**src/gwam_pkg.sv**
```systemverilog
// shared types, codes and constants for the graph walk block
package gwam_pkg;

   localparam int MAX_NODES_DEF = 16;
   localparam int VERTEX_W = 4;
   localparam int COUNT_W = 5;

   typedef logic [VERTEX_W-1:0] vertex_type;
   typedef logic [COUNT_W-1:0] count_type;

   typedef enum logic [1:0] {
      OP_EDGE    = 2'd0,
      OP_DEPTH   = 2'd1,
      OP_BREADTH = 2'd2,
      OP_CLEAR   = 2'd3
   } op_type;

   localparam logic STATUS_OK = 1'b0;
   localparam logic STATUS_RANGE = 1'b1;

   typedef struct packed {
      op_type     cmd;
      vertex_type first_vertex;
      vertex_type second_vertex;
   } req_data_type;

   typedef struct packed {
      vertex_type vertex;
      logic       last;
      logic       status;
   } rsp_data_type;

   typedef enum logic [3:0] {
      ST_IDLE,
      ST_DISPATCH,
      ST_EDGE_A,
      ST_EDGE_B,
      ST_DFS_READ,
      ST_DFS_SCAN,
      ST_DFS_POP,
      ST_BFS_FETCH,
      ST_BFS_LOAD,
      ST_BFS_SCAN
   } state_type;

   typedef enum logic [1:0] {
      ROW_CUR,
      ROW_A,
      ROW_B,
      ROW_LIST
   } row_src_type;

   typedef enum logic [2:0] {
      RSP_NONE,
      RSP_OK,
      RSP_ERR,
      RSP_STEP,
      RSP_FINAL
   } rsp_kind_type;

   typedef struct packed {
      logic         take_req;
      logic         rd_row;
      row_src_type  rd_src;
      logic         wr_row;
      logic         wr_second;
      logic         clear_graph;
      logic         walk_init;
      logic         visit;
      logic         push;
      logic         enqueue;
      logic         pop;
      logic         fetch;
      logic         load_cur;
      rsp_kind_type rsp_kind;
   } ctl_cmd_type;

   typedef struct packed {
      op_type op;
      logic   first_bad;
      logic   second_bad;
      logic   found;
      logic   stack_empty;
      logic   queue_done;
   } ctl_status_type;

endpackage

```
**src/gwam_ctrl.sv**
```systemverilog
// controller state machine for the graph walk block
module gwam_ctrl (
   input  logic                     clock,
   input  logic                     reset,
   input  logic                     start,
   output logic                     busy,
   input  gwam_pkg::ctl_status_type status,
   output gwam_pkg::ctl_cmd_type    cmd
);

   gwam_pkg::state_type state_ff;
   gwam_pkg::state_type state_in;

   always_ff @(posedge clock) begin
      if (reset) begin
         state_ff <= gwam_pkg::ST_IDLE;
      end else begin
         state_ff <= state_in;
      end
   end

   always_comb begin
      state_in = state_ff;
      case (state_ff)
         gwam_pkg::ST_IDLE: begin
            if (start) begin
               state_in = gwam_pkg::ST_DISPATCH;
            end
         end
         gwam_pkg::ST_DISPATCH: begin
            case (status.op)
               gwam_pkg::OP_EDGE: begin
                  if (status.first_bad || status.second_bad) begin
                     state_in = gwam_pkg::ST_IDLE;
                  end else begin
                     state_in = gwam_pkg::ST_EDGE_A;
                  end
               end
               gwam_pkg::OP_DEPTH: begin
                  state_in = status.first_bad ? gwam_pkg::ST_IDLE : gwam_pkg::ST_DFS_READ;
               end
               gwam_pkg::OP_BREADTH: begin
                  state_in = status.first_bad ? gwam_pkg::ST_IDLE : gwam_pkg::ST_BFS_FETCH;
               end
               default: begin
                  state_in = gwam_pkg::ST_IDLE;
               end
            endcase
         end
         gwam_pkg::ST_EDGE_A: begin
            state_in = gwam_pkg::ST_EDGE_B;
         end
         gwam_pkg::ST_EDGE_B: begin
            state_in = gwam_pkg::ST_IDLE;
         end
         gwam_pkg::ST_DFS_READ: begin
            state_in = gwam_pkg::ST_DFS_SCAN;
         end
         gwam_pkg::ST_DFS_SCAN: begin
            if (status.found) begin
               state_in = gwam_pkg::ST_DFS_READ;
            end else if (status.stack_empty) begin
               state_in = gwam_pkg::ST_IDLE;
            end else begin
               state_in = gwam_pkg::ST_DFS_POP;
            end
         end
         gwam_pkg::ST_DFS_POP: begin
            state_in = gwam_pkg::ST_DFS_SCAN;
         end
         gwam_pkg::ST_BFS_FETCH: begin
            state_in = status.queue_done ? gwam_pkg::ST_IDLE : gwam_pkg::ST_BFS_LOAD;
         end
         gwam_pkg::ST_BFS_LOAD: begin
            state_in = gwam_pkg::ST_BFS_SCAN;
         end
         gwam_pkg::ST_BFS_SCAN: begin
            if (!status.found) begin
               state_in = gwam_pkg::ST_BFS_FETCH;
            end
         end
         default: begin
            state_in = gwam_pkg::ST_IDLE;
         end
      endcase
   end

   always_comb begin
      cmd = '0;
      busy = (state_ff != gwam_pkg::ST_IDLE);
      case (state_ff)
         gwam_pkg::ST_IDLE: begin
            cmd.take_req = start;
         end
         gwam_pkg::ST_DISPATCH: begin
            case (status.op)
               gwam_pkg::OP_EDGE: begin
                  if (status.first_bad || status.second_bad) begin
                     cmd.rsp_kind = gwam_pkg::RSP_ERR;
                  end else begin
                     cmd.rd_row = 1'b1;
                     cmd.rd_src = gwam_pkg::ROW_A;
                  end
               end
               gwam_pkg::OP_DEPTH, gwam_pkg::OP_BREADTH: begin
                  if (status.first_bad) begin
                     cmd.rsp_kind = gwam_pkg::RSP_ERR;
                  end else begin
                     cmd.walk_init = 1'b1;
                  end
               end
               default: begin
                  cmd.clear_graph = 1'b1;
                  cmd.rsp_kind = gwam_pkg::RSP_OK;
               end
            endcase
         end
         gwam_pkg::ST_EDGE_A: begin
            cmd.wr_row = 1'b1;
            cmd.rd_row = 1'b1;
            cmd.rd_src = gwam_pkg::ROW_B;
         end
         gwam_pkg::ST_EDGE_B: begin
            cmd.wr_row = 1'b1;
            cmd.wr_second = 1'b1;
            cmd.rsp_kind = gwam_pkg::RSP_OK;
         end
         gwam_pkg::ST_DFS_READ: begin
            cmd.rd_row = 1'b1;
            cmd.rd_src = gwam_pkg::ROW_CUR;
         end
         gwam_pkg::ST_DFS_SCAN: begin
            if (status.found) begin
               cmd.visit = 1'b1;
               cmd.push = 1'b1;
               cmd.rsp_kind = gwam_pkg::RSP_STEP;
            end else if (status.stack_empty) begin
               cmd.rsp_kind = gwam_pkg::RSP_FINAL;
            end else begin
               cmd.pop = 1'b1;
            end
         end
         gwam_pkg::ST_DFS_POP: begin
            cmd.load_cur = 1'b1;
            cmd.rd_row = 1'b1;
            cmd.rd_src = gwam_pkg::ROW_LIST;
         end
         gwam_pkg::ST_BFS_FETCH: begin
            if (status.queue_done) begin
               cmd.rsp_kind = gwam_pkg::RSP_FINAL;
            end else begin
               cmd.fetch = 1'b1;
            end
         end
         gwam_pkg::ST_BFS_LOAD: begin
            cmd.rd_row = 1'b1;
            cmd.rd_src = gwam_pkg::ROW_LIST;
         end
         gwam_pkg::ST_BFS_SCAN: begin
            if (status.found) begin
               cmd.visit = 1'b1;
               cmd.enqueue = 1'b1;
               cmd.rsp_kind = gwam_pkg::RSP_STEP;
            end
         end
         default: begin
            cmd = '0;
         end
      endcase
   end

endmodule

```
**src/gwam_datapath.sv**
```systemverilog
// datapath: adjacency memory, visited marks, stack and queue memory, result register
module gwam_datapath #(
   parameter int MAX_NODES = gwam_pkg::MAX_NODES_DEF
) (
   input  logic                     clock,
   input  logic                     reset,
   input  gwam_pkg::req_data_type   req_data,
   input  logic                     csr_we,
   input  gwam_pkg::count_type      csr_wdata,
   input  gwam_pkg::ctl_cmd_type    cmd,
   output gwam_pkg::ctl_status_type status,
   output logic                     rsp_valid,
   output gwam_pkg::rsp_data_type   rsp_data
);

   localparam int VW = $clog2(MAX_NODES);
   localparam int CW = $clog2(MAX_NODES + 1);

   typedef logic [VW-1:0] idx_type;
   typedef logic [CW-1:0] ptr_type;
   typedef logic [MAX_NODES-1:0] row_type;

   row_type adj_mem [MAX_NODES];
   idx_type lst_mem [MAX_NODES];

   gwam_pkg::count_type    vcount_ff, vcount_in;
   gwam_pkg::op_type       op_cmd_ff, op_cmd_in;
   gwam_pkg::vertex_type   op_a_ff, op_a_in;
   gwam_pkg::vertex_type   op_b_ff, op_b_in;
   idx_type                cur_ff, cur_in;
   idx_type                pend_ff, pend_in;
   row_type                vis_ff, vis_in;
   row_type                row_vld_ff, row_vld_in;
   row_type                rd_row_ff;
   logic                   rd_vld_ff;
   idx_type                lst_rd_ff;
   ptr_type                ptr_ff, ptr_in;
   ptr_type                head_ff, head_in;
   logic                   rsp_valid_ff, rsp_valid_in;
   gwam_pkg::rsp_data_type rsp_data_ff, rsp_data_in;

   ptr_type act_cnt;
   ptr_type ptr_dec;
   idx_type a_idx;
   idx_type b_idx;
   idx_type pick;
   idx_type rd_addr;
   idx_type wr_addr;
   idx_type lst_wr_addr;
   idx_type lst_wr_data;
   idx_type lst_rd_addr;
   row_type eff_row;
   row_type rng_mask;
   row_type cand;
   row_type oh_a;
   row_type oh_b;
   row_type oh_pick;
   row_type oh_wr;
   row_type wr_data;
   logic    lst_we;

   always_comb begin
      act_cnt = (int'(vcount_ff) > MAX_NODES) ? ptr_type'(MAX_NODES) : ptr_type'(vcount_ff);
      a_idx = idx_type'(op_a_ff);
      b_idx = idx_type'(op_b_ff);
      ptr_dec = ptr_ff - ptr_type'(1);
      eff_row = rd_vld_ff ? rd_row_ff : '0;
      for (int i = 0; i < MAX_NODES; i++) begin
         rng_mask[i] = (i < int'(act_cnt));
      end
      cand = eff_row & ~vis_ff & rng_mask;
      pick = '0;
      for (int i = MAX_NODES - 1; i >= 0; i--) begin
         if (cand[i]) begin
            pick = idx_type'(i);
         end
      end
      oh_a = '0;
      oh_a[a_idx] = 1'b1;
      oh_b = '0;
      oh_b[b_idx] = 1'b1;
      oh_pick = '0;
      oh_pick[pick] = 1'b1;
   end

   always_comb begin
      case (cmd.rd_src)
         gwam_pkg::ROW_CUR:  rd_addr = cur_ff;
         gwam_pkg::ROW_A:    rd_addr = a_idx;
         gwam_pkg::ROW_B:    rd_addr = b_idx;
         gwam_pkg::ROW_LIST: rd_addr = lst_rd_ff;
         default:            rd_addr = cur_ff;
      endcase
      wr_addr = cmd.wr_second ? b_idx : a_idx;
      oh_wr = cmd.wr_second ? oh_b : oh_a;
      wr_data = eff_row | (cmd.wr_second ? oh_a : oh_b);
      lst_we = cmd.walk_init || cmd.push || cmd.enqueue;
      lst_wr_addr = cmd.walk_init ? '0 : ptr_ff[VW-1:0];
      if (cmd.walk_init) begin
         lst_wr_data = a_idx;
      end else if (cmd.push) begin
         lst_wr_data = cur_ff;
      end else begin
         lst_wr_data = pick;
      end
      lst_rd_addr = cmd.pop ? ptr_dec[VW-1:0] : head_ff[VW-1:0];
   end

   always_comb begin
      vcount_in = csr_we ? csr_wdata : vcount_ff;
      op_cmd_in = op_cmd_ff;
      op_a_in = op_a_ff;
      op_b_in = op_b_ff;
      if (cmd.take_req) begin
         op_cmd_in = req_data.cmd;
         op_a_in = req_data.first_vertex;
         op_b_in = req_data.second_vertex;
      end
      row_vld_in = row_vld_ff;
      if (cmd.clear_graph) begin
         row_vld_in = '0;
      end else if (cmd.wr_row) begin
         row_vld_in = row_vld_ff | oh_wr;
      end
      vis_in = vis_ff;
      pend_in = pend_ff;
      cur_in = cur_ff;
      ptr_in = ptr_ff;
      head_in = head_ff;
      if (cmd.clear_graph) begin
         vis_in = '0;
      end
      if (cmd.walk_init) begin
         vis_in = oh_a;
         pend_in = a_idx;
         cur_in = a_idx;
         ptr_in = (op_cmd_ff == gwam_pkg::OP_BREADTH) ? ptr_type'(1) : '0;
         head_in = '0;
      end
      if (cmd.visit) begin
         vis_in = vis_ff | oh_pick;
         pend_in = pick;
      end
      if (cmd.push) begin
         cur_in = pick;
         ptr_in = ptr_ff + ptr_type'(1);
      end
      if (cmd.enqueue) begin
         ptr_in = ptr_ff + ptr_type'(1);
      end
      if (cmd.pop) begin
         ptr_in = ptr_dec;
      end
      if (cmd.fetch) begin
         head_in = head_ff + ptr_type'(1);
      end
      if (cmd.load_cur) begin
         cur_in = lst_rd_ff;
      end
   end

   always_comb begin
      rsp_valid_in = (cmd.rsp_kind != gwam_pkg::RSP_NONE);
      rsp_data_in.vertex = '0;
      rsp_data_in.last = 1'b1;
      rsp_data_in.status = gwam_pkg::STATUS_OK;
      case (cmd.rsp_kind)
         gwam_pkg::RSP_ERR: begin
            rsp_data_in.status = gwam_pkg::STATUS_RANGE;
         end
         gwam_pkg::RSP_STEP: begin
            rsp_data_in.vertex = gwam_pkg::vertex_type'(pend_ff);
            rsp_data_in.last = 1'b0;
         end
         gwam_pkg::RSP_FINAL: begin
            rsp_data_in.vertex = gwam_pkg::vertex_type'(pend_ff);
         end
         default: begin
            rsp_data_in.status = gwam_pkg::STATUS_OK;
         end
      endcase
   end

   always_ff @(posedge clock) begin
      if (cmd.wr_row) begin
         adj_mem[wr_addr] <= wr_data;
      end
      if (cmd.rd_row) begin
         rd_row_ff <= adj_mem[rd_addr];
         rd_vld_ff <= row_vld_ff[rd_addr];
      end
   end

   always_ff @(posedge clock) begin
      if (lst_we) begin
         lst_mem[lst_wr_addr] <= lst_wr_data;
      end
      if (cmd.pop || cmd.fetch) begin
         lst_rd_ff <= lst_mem[lst_rd_addr];
      end
   end

   always_ff @(posedge clock) begin
      if (reset) begin
         vcount_ff <= '0;
         row_vld_ff <= '0;
         vis_ff <= '0;
         rsp_valid_ff <= 1'b0;
      end else begin
         vcount_ff <= vcount_in;
         row_vld_ff <= row_vld_in;
         vis_ff <= vis_in;
         rsp_valid_ff <= rsp_valid_in;
      end
   end

   always_ff @(posedge clock) begin
      op_cmd_ff <= op_cmd_in;
      op_a_ff <= op_a_in;
      op_b_ff <= op_b_in;
      cur_ff <= cur_in;
      pend_ff <= pend_in;
      ptr_ff <= ptr_in;
      head_ff <= head_in;
      rsp_data_ff <= rsp_data_in;
   end

   always_comb begin
      status.op = op_cmd_ff;
      status.first_bad = (int'(op_a_ff) >= int'(act_cnt));
      status.second_bad = (int'(op_b_ff) >= int'(act_cnt));
      status.found = |cand;
      status.stack_empty = (ptr_ff == '0);
      status.queue_done = (head_ff == ptr_ff);
   end

   assign rsp_valid = rsp_valid_ff;
   assign rsp_data = rsp_data_ff;

endmodule

```
**src/graph_walk_adjacency_matrix.sv**
```systemverilog
// top level of the graph walk block over an adjacency bit matrix
//
// request channel: a transaction is taken when start is high and busy is low; req_data
// carries the command, the first vertex and the second vertex
// result channel: rsp_valid marks each result for one cycle; the receiver cannot stall,
// so every result is taken in the cycle it appears; rsp_data.last ends a transaction
// configuration: csr_we writes csr_wdata to the vertex count; the user must write
// only while busy is low; the block itself does not enforce this
// clear, or edge or walk with a bad vertex: one result, from the dispatch state
// edge insert: one result after a read-modify-write of two rows
// depth-first walk: visits pass dfs_scan, dfs_read; backtracks pass dfs_scan, dfs_pop
// breadth-first walk: visits in bfs_scan; each dequeue passes bfs_fetch, bfs_load
// the single matrix read port and the registered stack and queue reads set the walk pace
// busy stays high until the last result of a transaction has been issued
// reset empties the graph, zeroes the vertex count and returns to idle
module graph_walk_adjacency_matrix #(
   parameter int MAX_NODES = gwam_pkg::MAX_NODES_DEF
) (
   input  logic                   clock,
   input  logic                   reset,
   input  logic                   start,
   output logic                   busy,
   input  gwam_pkg::req_data_type req_data,
   input  logic                   csr_we,
   input  gwam_pkg::count_type    csr_wdata,
   output logic                   rsp_valid,
   output gwam_pkg::rsp_data_type rsp_data
);

   gwam_pkg::ctl_cmd_type    ctl_cmd;
   gwam_pkg::ctl_status_type ctl_status;

   gwam_ctrl u_ctrl (
      .clock  (clock),
      .reset  (reset),
      .start  (start),
      .busy   (busy),
      .status (ctl_status),
      .cmd    (ctl_cmd)
   );

   gwam_datapath #(
      .MAX_NODES (MAX_NODES)
   ) u_datapath (
      .clock     (clock),
      .reset     (reset),
      .req_data  (req_data),
      .csr_we    (csr_we),
      .csr_wdata (csr_wdata),
      .cmd       (ctl_cmd),
      .status    (ctl_status),
      .rsp_valid (rsp_valid),
      .rsp_data  (rsp_data)
   );

endmodule

```
**config.mk**
```make
export PLATFORM = sky130hd
export DESIGN_NAME = graph_walk_adjacency_matrix
export DESIGN_NICKNAME = d
export VERILOG_FILES = /design/src/gwam_pkg.sv /design/src/gwam_ctrl.sv /design/src/gwam_datapath.sv /design/src/graph_walk_adjacency_matrix.sv
export SDC_FILE = /design/constraint.sdc
export NUM_CORES = 1
export LEC_CHECK = 0
export ABC_AREA = 1
export BUFFER_PORTS_ARGS = -buffer_cell sky130_fd_sc_hd__buf_2
export CAP_MARGIN = 10
export CELL_PAD_IN_SITES_DETAIL_PLACEMENT = 0
export CELL_PAD_IN_SITES_GLOBAL_PLACEMENT = 1
export CORE_UTILIZATION = 40
export CTS_BUF_LIST = sky130_fd_sc_hd__clkbuf_4 sky130_fd_sc_hd__clkbuf_8
export DETAILED_ROUTE_END_ITERATION = 12
export GPL_TIMING_DRIVEN = 0
export PLACE_DENSITY = 0.69
export SYNTH_ARGS = -nofsm -noshare
export SYNTH_HDL_FRONTEND = slang
export SYNTH_SLANG_ARGS = --single-unit
```
**constraint.sdc**
```tcl
create_clock -name clock -period 3.8 [get_ports clock]
set_clock_uncertainty 0.2 [all_clocks]
set_input_delay 0.57 -clock clock [delete_from_list [all_inputs] [get_ports clock]]
set_output_delay 0.57 -clock clock [all_outputs]
set_load 0.05 [all_outputs]
```
==> results of run 1 <==
[cell families (layout without fill, tap and decap cells)]
logic type,Yosys count,count (layout),synth area share
fa+ha+maj,16,16,0.0106
flops,417,417,0.637
simple gates,701,701,0.163
compound gates,314,315,0.115
buf+inv,335,555,0.0703
xor+xnor,9,9,0.00417
[routing by layer]
layer | global-route usage | vias up | share of wire
met5 | 0 | - | 0
met4 | 0.104 | 0 | 0.030
met3 | 0.0426 | 85 | 0.065
met2 | 0.372 | 481 | 0.47
met1 | 0.313 | 6662 | 0.44
li1 | - | 6614 | -
[worst max-delay path, delay by kind of cell, from the launching register on]
kind | cells | cell delay [ns]
AND/OR/NAND/NOR | 10 | 1.32
AO/OA/AOI/OAI | 3 | 0.65
buffers and inverters | 6 | 0.62
flip-flops | 1 | 0.36
adder cells (fa/ha/maj) | 1 | 0.27
[metrics by stage]
| step | power [mW] | hold WS (ns) |
|---|---|---|
| after floorplan | 5.96 | 0.206 |
| after global placement | 6.43 | 0.227 |
| after detailed placement | 6.50 | 0.231 |
| after CTS | 10.6 | 0.0158 |
| after global routing | 11.0 | 0.0458 |
| final | 10.6 | 0.0466 |
[flip-flops by register name (all words and copies together), names as in the netlist]
register               cells
u_datapath.pend_ff         4
u_datapath.adj_mem       256
u_datapath.rd_vld_ff       1
u_datapath.rsp_data        6
u_datapath.lst_rd_ff       4
u_datapath.rd_row_ff      16
u_ctrl.state_ff            4
u_datapath.vis_ff         16
u_datapath.rsp_valid       1
u_datapath.op_cmd_ff       2
u_datapath.b_idx           4
u_datapath.vcount_ff       5
u_datapath.head_ff         5
u_datapath.cur_ff          4
u_datapath.lst_mem        64
u_datapath.ptr_ff          5
u_datapath.row_vld_ff     16
u_datapath.a_idx           4
[how the worst max path moves through the flow]
stage          cells after the start               startpoint                       end  slack, ns
6_report                          20  u_datapath.vcount_ff[4]   u_datapath.rd_row_ff[7]       0.09
3_5_place_dp                      20  u_datapath.vcount_ff[4]   u_datapath.rd_row_ff[1]      -0.64
5_1_grt                           21  u_datapath.vcount_ff[4]      u_datapath.rd_vld_ff      0.006
3_3_place_gp                       6       u_ctrl.state_ff[2]  u_datapath.adj_mem[8][6]      -1.98
4_1_cts                           22  u_datapath.vcount_ff[4]   u_datapath.rd_row_ff[2]      0.005
2_1_floorplan                     21  u_datapath.vcount_ff[4]  u_datapath.rd_row_ff[10]       0.56
[layout by cell type (no fill, tap or decap), types with 39 or more instances in the layout]
master | synthesis | final
or2_2 | 41 | 39
o211ai_1 | 167 | 167
nand3_1 | 170 | 142
nand2_1 | 352 | 346
inv_1 | 242 | 239
edfxtp_1 | 369 | 369
dfxtp_1 | 48 | 46
buf_2 | 39 | 45
o21ai_0 | 52 | 46
clkbuf_8 | 0 | 73
buf_4 | 5 | 40
nor2_1 | 93 | 78
[final cells by class]
type                    count  area [um2]  area share
plain buffers              77         489      0.0216
inverters                 256         975      0.0431
clock inverters            30         213     0.00941
multi-input cells        1041        6060       0.268
flip-flops and latches    417       12000       0.533
well taps                 607         759      0.0336
clock buffers             100        1210      0.0534
repair buffers             92         855      0.0378
[timing repair]
action / CTS / global route
pin swaps: 9 / 25
setup endpoints to repair: 45 / 75
cloned: 0 / 2
endpoints found under the hold margin: 15 / 0
hold buffers: 14 / 0
gates resized for setup: 85 / 46
setup buffers: 10 / 10
[power by group through the flow]
stage	Sequential, mW	Combinational [mW]	Clock [mW]
2_1_floorplan	5.24	0.725	0
3_3_place_gp	5.26	1.17	0
3_5_place_dp	5.25	1.25	0
4_1_cts	5.15	1.34	4.16
5_1_grt	5.15	1.50	4.37
6_report	5.15	1.39	4.09
==> run summary, run 1 <==
# setup viols final -> 0
pwr/cell area -> 471 nW/um2
# IOs -> 27
vias in the first global route -> 13600
placed cells -> 2456
Initial DRC Count -> 1181
Switching Share -> 0.273
final hold vios -> 0
ys flop type -> edfxtp_1
fin nets -> 1992
syn_nets -> 1827
filler cell count -> 4230
peak supply drop -> 0.000251 V
FF-to-FF setup slack -> 0.09 ns
H-tree depth -> 3
initial antenna violation count -> 0
# DRC -> 0
Clock Latency Late Sink -> 0.66 ns
Data required, critical path -> 3.99 ns
outcome -> completed
vias post-DR -> 13800
CTS tree -> built
Mean Syn Cell Area -> 10.5 um2
NetSw -> 2.90 mW
IO buf count -> 26
Site Rows -> 79
placed cell area -> 20400 um2
Yosys top cell area share -> 0.586
pre-CTS WS -> -0.645 ns
Seq/Total Area, Yosys -> 0.637
Total GRT Usage -> 0.235
Max Fclk -> 270 MHz
most frequent CP cell -> nand2_4
# diodes -> 0
CTS Buf Count -> 72
Avg WL per Cell -> 21.2 um
fin crit share -> 0.976
cell area after layout -> 22600 um2
Synth async-reset ratio -> 0
Chip Height -> 219 um
Congestion Overflow GR -> 0
main area contributors after synthesis -> edfxtp_1 (59%), nand2_1 (7.0%), o211ai_1 (6.6%), dfxtp_1 (5.1%), inv_1 (4.8%)
Syn-to-layout area delta -> 19.6%
Yosys reg bits -> 417
Slew HR -> 0.345
final number of max-transition violations -> 0
DRT Wirelength -> 55600 um
DIE AREA -> 48100 um2
hold_sp -> csr_wdata[4]
critical path arrival -> 3.90 ns
RR Startpoint -> u_datapath.vcount_ff[4]
Worst Setup End Kind -> flip-flop
final core area utilization -> 0.485
chip width -> 219 um
DR pass1 iterations -> 5
Worst Hold Endpoint -> u_datapath.vcount_ff[4]
most common cell in the netlist -> edfxtp_1
Gate Count Post-Synth -> 1792
slowest stage delay, CP -> 0.36 ns
worst setup slack after layout -> 0.0914 ns
CTS max path bufs -> 3
Clk Tree Root Cell -> clkbuf_8
HP Class -> in2reg
Post-Syn Area -> 18900 um2
Leak Pwr -> 8.79 nW
Crit Path Class -> reg2reg
Max Cap Violations -> 0
Vias/cell -> 5.28
hold path cells -> 3
power share of the sequential group -> 0.484
critical path cell sequence -> inv_4 -> buf_8 -> nand2_4 -> ha_4 -> inv_1 -> nor2_1 -> nand3_1 -> o211a_1 -> nand2_4 -> inv_2 -> nand4_1 -> nand2_4 -> o211ai_1 -> nand2_4 -> buf_6 -> buf_2 -> o211ai_1 -> nand3_1 -> nand3_2 -> nand2_1
pin count of the biggest net entering global routing -> 18
core area -> 46600 um2
layout cell share with drive strength beyond 1 -> 0.209
startpoint class of the critical path -> flip-flop
Initial Utilization -> 0.406
yosys warns -> 0
antenna viol nets, final -> 0
clock slew at the register clock pins of the worst setup and hold paths -> 0.05 ns
worst slew pin tran -> 0.981 ns
setup_tns -> 0 ns
post-synth top area cell -> edfxtp_1
worst-path fanout max -> 10
HPWL Detailed -> 39200 um
R2R cell count -> 20
clock sinks -> 417
cell internal pwr -> 7.74 mW
Comb power frac -> 0.131
RSZ-0062 raised after global routing -> false
clock share of power -> 0.385
most frequent cells after synthesis -> edfxtp_1 (369), nand2_1 (352), inv_1 (242), nand3_1 (170), o211ai_1 (167)
Final Critical Period -> 3.71 ns
first-pass GRT wire length -> 82900 um
Post-Layout Cell Count -> 2620
GP Congestion -> 0.908
Netlist cell types -> 53
RR Endpoint -> u_datapath.rd_row_ff[7]
slowest CP cell -> dfxtp_4
EDFF count, synth -> 369
Power figures use the tool's default switching activity.
==> run 2, diff against run 1 <==
- clock period: 3.8 -> 4.7 ns (I/O delays scaled with it)
==> run 2 against run 1 <==
Sequential cell count unchanged. Utilization fell by 1.5 points. Maximum frequency decreased by 18%. Largest cell class unchanged. First-iteration DRC count fell by 1.9%. Clock power shrank 19%. Critical path type unchanged. Total power decreased by 20%. Design area down 3.1%. Final cell count decreased by 0.99%. Register-to-register slack better by 0.11 ns. Largest power group unchanged.
==> run summary, run 2 (same netlist as run 1, synthesis figures left out) <==
GP Congestion -> 0.908
chip width -> 219 um
Initial DRC Count -> 1159
met3 global-route usage -> 0.0407
Max Cap Violations -> 0
slowest CP cell -> clkbuf_1
Total GRT Usage -> 0.233
# IOs -> 27
Clock Latency Late Sink -> 0.65 ns
Crit Path Class -> reg2reg
outcome -> completed
clock share of power -> 0.389
placed cells -> 2456
Clk Tree Root Cell -> clkbuf_8
HP Class -> in2reg
# DRC -> 0
cell area after layout -> 21900 um2
busiest grt layer -> met2
Initial Utilization -> 0.406
power share of the sequential group -> 0.491
Congestion Overflow GR -> 0
worst slew pin tran -> 1.08 ns
critical path cell sequence -> inv_2 -> buf_4 -> nand2_1 -> ha_1 -> inv_1 -> nor2_1 -> nand3_1 -> o211a_1 -> nand2_1 -> inv_1 -> nand4_1 -> nand2_2 -> or2_2 -> nand2_1 -> clkbuf_1 -> buf_2 -> o211ai_1 -> nand3_1 -> nand3_1 -> nand2_1
NetSw -> 2.29 mW
# setup viols final -> 0
R2R cell count -> 20
Vias/cell -> 5.27
setup bufs post-CTS -> 0
CTS tree -> built
most flop-heavy register -> u_datapath.adj_mem
hold path cells -> 1
fin nets -> 1965
Post-CTS Hold Buffers -> 7
antenna viol nets, final -> 0
met1 Use GR -> 0.314
Syn-to-layout area delta -> 15.8%
Comb power frac -> 0.120
Largest regs -> u_datapath.adj_mem x256, u_datapath.lst_mem x64
most common cell after layout, fill and taps aside -> edfxtp_1
clock sinks -> 417
initial antenna violation count -> 0
WHS -> 0.0415 ns
core area -> 46600 um2
peak supply drop -> 0.000201 V
Site Rows -> 79
Final Critical Period -> 4.50 ns
worst-path fanout max -> 10
H-tree depth -> 3
most frequent CP cell -> nand2_1
vias in the first global route -> 13400
Worst Setup End Kind -> flip-flop
CTS max path bufs -> 3
Post-Layout Cell Count -> 2594
Slew HR -> 0.273
M2 GR Usage -> 0.367
most frequent cells in the layout -> edfxtp_1 (369), nand2_1 (352), inv_1 (242)
first-pass GRT wire length -> 82100 um
final number of max-transition violations -> 0
critical path arrival -> 4.80 ns
vias post-DR -> 13700
Avg WL per Cell -> 21.0 um
max FFs per register -> 256
Overall Power -> 8.49 mW
Leak Pwr -> 8.49 nW
Switching Share -> 0.270
pin count of the biggest net entering global routing -> 18
RSZ-0062 raised after global routing -> false
post-CTS sizing -> 0
Data required, critical path -> 5.01 ns
Max Fclk -> 222 MHz
clock slew at the register clock pins of the worst setup and hold paths -> 0.06 ns
IO buf count -> 26
DIE AREA -> 48100 um2
HPWL Detailed -> 39200 um
startpoint class of the critical path -> flip-flop
DR pass1 iterations -> 8
layout cell share with drive strength beyond 1 -> 0.167
CTS Buf Count -> 72
Chip Height -> 219 um
pwr/cell area -> 388 nW/um2
final hold vios -> 0
DRT Wirelength -> 54600 um
slowest stage delay, CP -> 0.58 ns
placed cell area -> 20400 um2
setup_tns -> 0 ns
fin crit share -> 0.957
cell internal pwr -> 6.19 mW
==> run 2: changes by cell type in the layout (fill, tap and decap cells not counted), moves of 6 or more <==
cell	previous run	this run
clkbuf_2	14	0
dlygate4sd3_1	14	7
nand2_1	346	352
nand3_1	142	170
nand3_2	27	0
buf_2	45	65
buf_6	17	7
buf_4	40	14
clkbuf_1	15	33
==> run 2: per-layer routing <==
metal  vias up  part of all wire  wire [um]
met1      6520              0.44      24100
met5         -                 0          0
li1       6554                 -          -
met4         0             0.037       2010
met3       118             0.065       3540
met2       484              0.46      25000
==> run 2: path summary, 6_finish.rpt <==
kind	startpoint	endpoint	slack (ns)
worst max-delay path	u_datapath.vcount_ff[4]	u_datapath.rd_row_ff[1]	0.20
worst min-delay path	req_data[1]	u_datapath.b_idx[1]	0.04
worst max register to register	u_datapath.vcount_ff[4]	u_datapath.rd_row_ff[1]	0.20
worst min register to register	u_datapath.pend_ff[0]	u_datapath.rsp_data[2]	0.25
==> run 2: area by class of cell <==
type / count / area [um2]
clock buffer: 100 / 1210
clock inverter: 30 / 213
tap: 607 / 759
inverter: 256 / 965
multi-input combinational: 1040 / 5750
antenna: 1 / 2.50
fill: 4276 / 24700
timing repair buffer: 64 / 597
sequential: 417 / 12000
buffer: 79 / 364
==> run 2: power groups by stage <==
stage	combinational, mW	clock (mW)	sequential [mW]
after floorplan	0.586	0	4.24
final	1.02	3.30	4.17
after CTS	1.02	3.36	4.17
after detailed placement	1.01	0	4.25
after global routing	1.11	3.53	4.17
after global placement	0.945	0	4.26
==> run 2: worst max-delay path, delay by kind of cell (launching register included) <==
| kind | cells | cell delay, ns |
|---|---|---|
| compound gates | 2 | 0.32 |
| fa+ha+maj | 1 | 0.32 |
| buf+inv | 6 | 1.35 |
| flops | 1 | 0.38 |
| simple gates | 11 | 1.80 |
==> run 2: per-stage QoR <==
stage	setup WS (ns)	util
floorplan	1.46	-
global placement	-1.08	0.425
detailed placement	0.255	0.438
CTS	0.232	0.470
global route	0.0238	0.470
finish	0.204	0.470
